File: config.mk
export PLATFORM = sky130hd
export DESIGN_NAME = scsi_planner
export DESIGN_NICKNAME = d
export VERILOG_FILES = /design/src/scsi_pkg.sv /design/src/scsi_planner.sv
export SDC_FILE = /design/constraint.sdc
export NUM_CORES = 1
export LEC_CHECK = 0
export BUFFER_PORTS_ARGS = -buffer_cell sky130_fd_sc_hd__buf_2
export CAP_MARGIN = 20
export CORE_MARGIN = 4
export CORE_UTILIZATION = 46
export DETAILED_ROUTE_END_ITERATION = 8
export PLACE_DENSITY = 0.71
export SETUP_SLACK_MARGIN = 0.3
export SLEW_MARGIN = 10
export SYNTH_ARGS = -nofsm -noshare
export SYNTH_HDL_FRONTEND = slang
export SYNTH_SLANG_ARGS = --single-unit
File: constraint.sdc
create_clock -name vclk -period 21
set_input_delay 3.15 -clock vclk [all_inputs]
set_output_delay 3.15 -clock vclk [all_outputs]
set_load 0.005 [all_outputs]
File: src/scsi_pkg.sv
// scsi_pkg: shared types and constants of the s-curve step interpolator
// no dependencies
package scsi_pkg;

  typedef enum logic [1:0] {
    OP_TICK = 2'd0,
    OP_MOVE = 2'd1,
    OP_STOP = 2'd2,
    OP_HOME = 2'd3
  } op_e;

  typedef enum logic [2:0] {
    PH_JERK_UP   = 3'd0,
    PH_ACCEL     = 3'd1,
    PH_JERK_DOWN = 3'd2,
    PH_CRUISE    = 3'd3,
    PH_DJERK_UP  = 3'd4,
    PH_DECEL     = 3'd5,
    PH_TAIL      = 3'd6,
    PH_SPARE     = 3'd7
  } phase_e;

  localparam logic [2:0] REG_AXIS_COUNT = 3'd0;
  localparam logic [2:0] REG_JERK       = 3'd1;
  localparam logic [2:0] REG_MIN_X      = 3'd2;
  localparam logic [2:0] REG_MAX_X      = 3'd3;
  localparam logic [2:0] REG_MIN_Y      = 3'd4;
  localparam logic [2:0] REG_MAX_Y      = 3'd5;
  localparam logic [2:0] REG_MIN_Z      = 3'd6;
  localparam logic [2:0] REG_MAX_Z      = 3'd7;

  typedef struct packed {
    logic       valid;
    logic [1:0] lead;
    logic [2:0] backward;
    logic [2:0] used;
  } plan_t;

endpackage

File: src/scsi_planner.sv
// scsi_planner: clamps move targets, computes per-axis deltas and picks the lead axis
// depends on scsi_pkg
module scsi_planner
  import scsi_pkg::*;
(
  input  logic [1:0]         axis_count_i,
  input  logic [2:0][31:0]   target_i,
  input  logic [2:0][31:0]   lo_i,
  input  logic [2:0][31:0]   hi_i,
  input  logic [2:0][31:0]   pos_i,
  output plan_t              plan_o,
  output logic [2:0][31:0]   delta_o
);

  logic [1:0]        n;
  logic [2:0][31:0]  tgt;
  logic [2:0][32:0]  diff;
  logic [2:0][31:0]  mag;

  always_comb begin
    n = (axis_count_i == 2'd0) ? 2'd1 : axis_count_i;
    plan_o = '0;
    for (int i = 0; i < 3; i++) begin
      plan_o.used[i] = (2'(i) < n);
      if ($signed(target_i[i]) < $signed(lo_i[i])) tgt[i] = lo_i[i];
      else if ($signed(target_i[i]) > $signed(hi_i[i])) tgt[i] = hi_i[i];
      else tgt[i] = target_i[i];
      diff[i] = {tgt[i][31], tgt[i]} - {pos_i[i][31], pos_i[i]};
      plan_o.backward[i] = diff[i][32];
      mag[i] = diff[i][32] ? 32'(-diff[i]) : diff[i][31:0];
      delta_o[i] = plan_o.used[i] ? mag[i] : 32'd0;
      if (plan_o.used[i] && (tgt[i] != pos_i[i])) plan_o.valid = 1'b1;
    end
    plan_o.lead = 2'd0;
    if (delta_o[1] > delta_o[0]) plan_o.lead = 2'd1;
    if (delta_o[2] > delta_o[plan_o.lead]) plan_o.lead = 2'd2;
  end

endmodule

==> metrics.csv <==
stage,metric,value,unit
sta,fmax,0.0542,GHz
routing,DR vias/cell,6.13,
clock_tree,number of setup buffers added after CTS,0,
global_route,antenna violations before repair,0,
floorplan,row count,73,
worst_setup_path,critical path's most frequent cell,a21o_1,
run,Max-Cap Viols,0,
synthesis,"Seq/Total Area, Yosys",0,
global_route,All-Layer GR Usage,0.313,
final_layout,clock buffers,0,
power_and_ir_drop,Lkg Pwr,11.6,nW
floorplan,die area,43400,um^2
clock_tree,cts hold-fix bufs,0,
routing,Final ANT Viol Nets,0,
routing,1st-iter DRT viols,2156,
worst_setup_path,Crit Path Class,in -> out,
floorplan,Starting Density,0.465,
sta,Finish-stage setup viols,0,
status,outcome,finished clean,
final_layout,number of fill cells,4071,
routing,DR pass1 iterations,8,
sta,RSZ-0062 raised after global routing,no,
sta,post-route setup TNS,0,ns
sta,fin crit share,0.878,
placement,HPWL Detailed,63.5,mm
power_and_ir_drop,VDD IR-drop max,79.5,uV
final_layout,multi-input logic area,16800,um^2
worst_setup_path,CP Launch Type,input port,
worst_setup_path,crit path max fanout,52,
final_layout,Sequential Area,0,um^2
final_layout,NumNets Final,3888,
placement,pre-CTS setup slack,2.82,ns
sta,Slew Limit Fails,0,
synthesis,Mean Syn Cell Area,6.72,um^2
floorplan,Die H,208,um
clock_tree,post-CTS resize count,0,
final_layout,flip-flop and latch count,0,
synthesis,Synth cell types,96,
global_route,largest net degree at the start of global routing,65,
global_route,grt ovf,0,
final_layout,share of cells above drive strength 1,0.179,
sta,Setup WS post-layout,2.56,ns
global_route,vias in the first global route,21100,
sta,Rel. slew slack,0.343,
global_route,first-pass GRT wire length,114,mm
floorplan,Die W,208,um
worst_setup_path,Worst Path Required,17.85,ns
floorplan,# IOs,491,
sta,final-report hold violation count,0,
sta,Period minus WS final,18.44,ns
floorplan,core area,39700,um^2
routing,Residual DRC,0,
synthesis,YS warnings,0,
worst_setup_path,largest stage delay on the critical path,0.81,ns
routing,wire per inst,20.0,um
routing,via count,22500,
sta,slew of the pin with the lowest slew margin,0.973,ns
final_layout,Layout Area Growth over Synthesis,15.5,%
routing,final WL,73.5,mm
worst_setup_path,CP max-delay cell,nor4_1,
worst_setup_path,Worst EP arrival,15.29,ns
placement,final RePlAce weighted congestion,0.997,
hold_path,hold crit path type,in -> out,
worst_setup_path,CP endpoint kind,output port,
synthesis,Synth Cell Area,18500,um^2
synthesis,Synth Instances,2751,
final_layout,Ant. Diodes,0,
placement,IO buf count,490,
synthesis,syn_nets,3492,
power_and_ir_drop,pwr/cell area,90.8,nW/um^2
==> logic make-up (layout without fill, tap and decap cells) <==
kind of cell / after synthesis / count (layout) / share of synthesized area
AO/OA/AOI/OAI: 900 / 900 / 0.326
AND/OR/NAND/NOR: 817 / 817 / 0.229
buffers and inverters: 461 / 855 / 0.0944
adder cells (fa/ha/maj): 355 / 355 / 0.242
XOR/XNOR: 131 / 131 / 0.0621
multiplexers: 86 / 86 / 0.0470
other: 1 / 1 / 0.000203
==> per-stage QoR <==
step / area [um^2] / instances / power (mW) / hold slack (ns) / utilization
after detailed placement: 21300 / 3670 / 1.89 / 6.75 / 0.537
after global placement: 21300 / 3670 / 1.86 / 6.76 / 0.537
after global routing: 21300 / 3670 / 2.12 / 6.77 / 0.537
after floorplan: 18500 / 2751 / 1.31 / 6.45 / -
after CTS: 21300 / 3670 / 1.90 / 6.75 / 0.537
final: 21300 / 3670 / 1.94 / 6.76 / 0.537
==> metal layers <==
metal  vias up  track usage  part of all wire
li1      10900            -                 -
met1     10500        0.446              0.45
met2       999        0.513              0.45
met4         0       0.0738             0.030
met5         -            0                 0
met3        95       0.0252             0.078
==> final cells by class <==
class / instances / area share
Multi-Input combinational cell: 2290 / 0.787
Timing Repair Buffer: 507 / 0.121
Inverter: 348 / 0.0612
Tap cell: 525 / 0.0308
==> placed cells by master (no fill, tap or decap), types with 7 or more instances in the layout <==
cell	netlist	routed
a31oi_1	49	49
o21bai_1	12	11
a21oi_1	221	218
xor2_1	56	56
nand2_1	179	179
o32a_1	31	31
a311oi_1	12	12
nand3_1	48	48
and3_1	23	23
a211o_1	7	7
nor3_1	86	85
nor3b_1	7	7
inv_1	347	347
a21o_1	143	143
nor2b_1	25	25
buf_2	8	490
or2_2	15	15
nand4_1	97	97
a21boi_0	9	9
nor4_1	16	16
and2_1	44	44
nand2b_1	18	18
ha_1	352	352
mux2i_1	80	80
o21a_1	52	52
nor2_1	173	173
xnor2_1	75	75
or3_1	28	28
o21ai_0	155	154
a211oi_1	24	23
nand3b_1	10	10
o211ai_1	20	20
and4_1	15	15
buf_4	1	17
o21ai_1	10	10
o31ai_1	57	57
==> worst paths after layout <==
kind / startpoint / to / slack (ns) / cells past startpoint
setup / recovery: target_i[63] / plan_o[6] / 2.56 / 44
hold / removal: axis_count_i[0] / delta_o[65] / 6.76 / 4
==> synthesized netlist by cell type, drive strengths merged, types with 56 or more instances <==
cell / count / area (um^2)
a21o: 143 / 1070
a21oi: 224 / 1130
clkbuf: 100 / 377
ha: 352 / 4400
inv: 347 / 1300
mux2i: 80 / 801
nand2: 179 / 672
nand4: 98 / 619
nor2: 173 / 649
nor3: 88 / 450
o21ai: 166 / 835
o31ai: 57 / 428
xnor2: 75 / 657
xor2: 56 / 490
==> power breakdown <==
group          internal, mW  switching, mW
sequential                0              0
combinational         0.757           1.18
clock                     0              0
total                 0.757           1.18
==> critical path, delay by kind of cell <==
family          cells  cell delay, ns
compound gates     19            4.48
fa+ha+maj           5            1.36
simple gates       14            4.01
buf+inv             6            2.24
(Power assumes the default switching activity.)
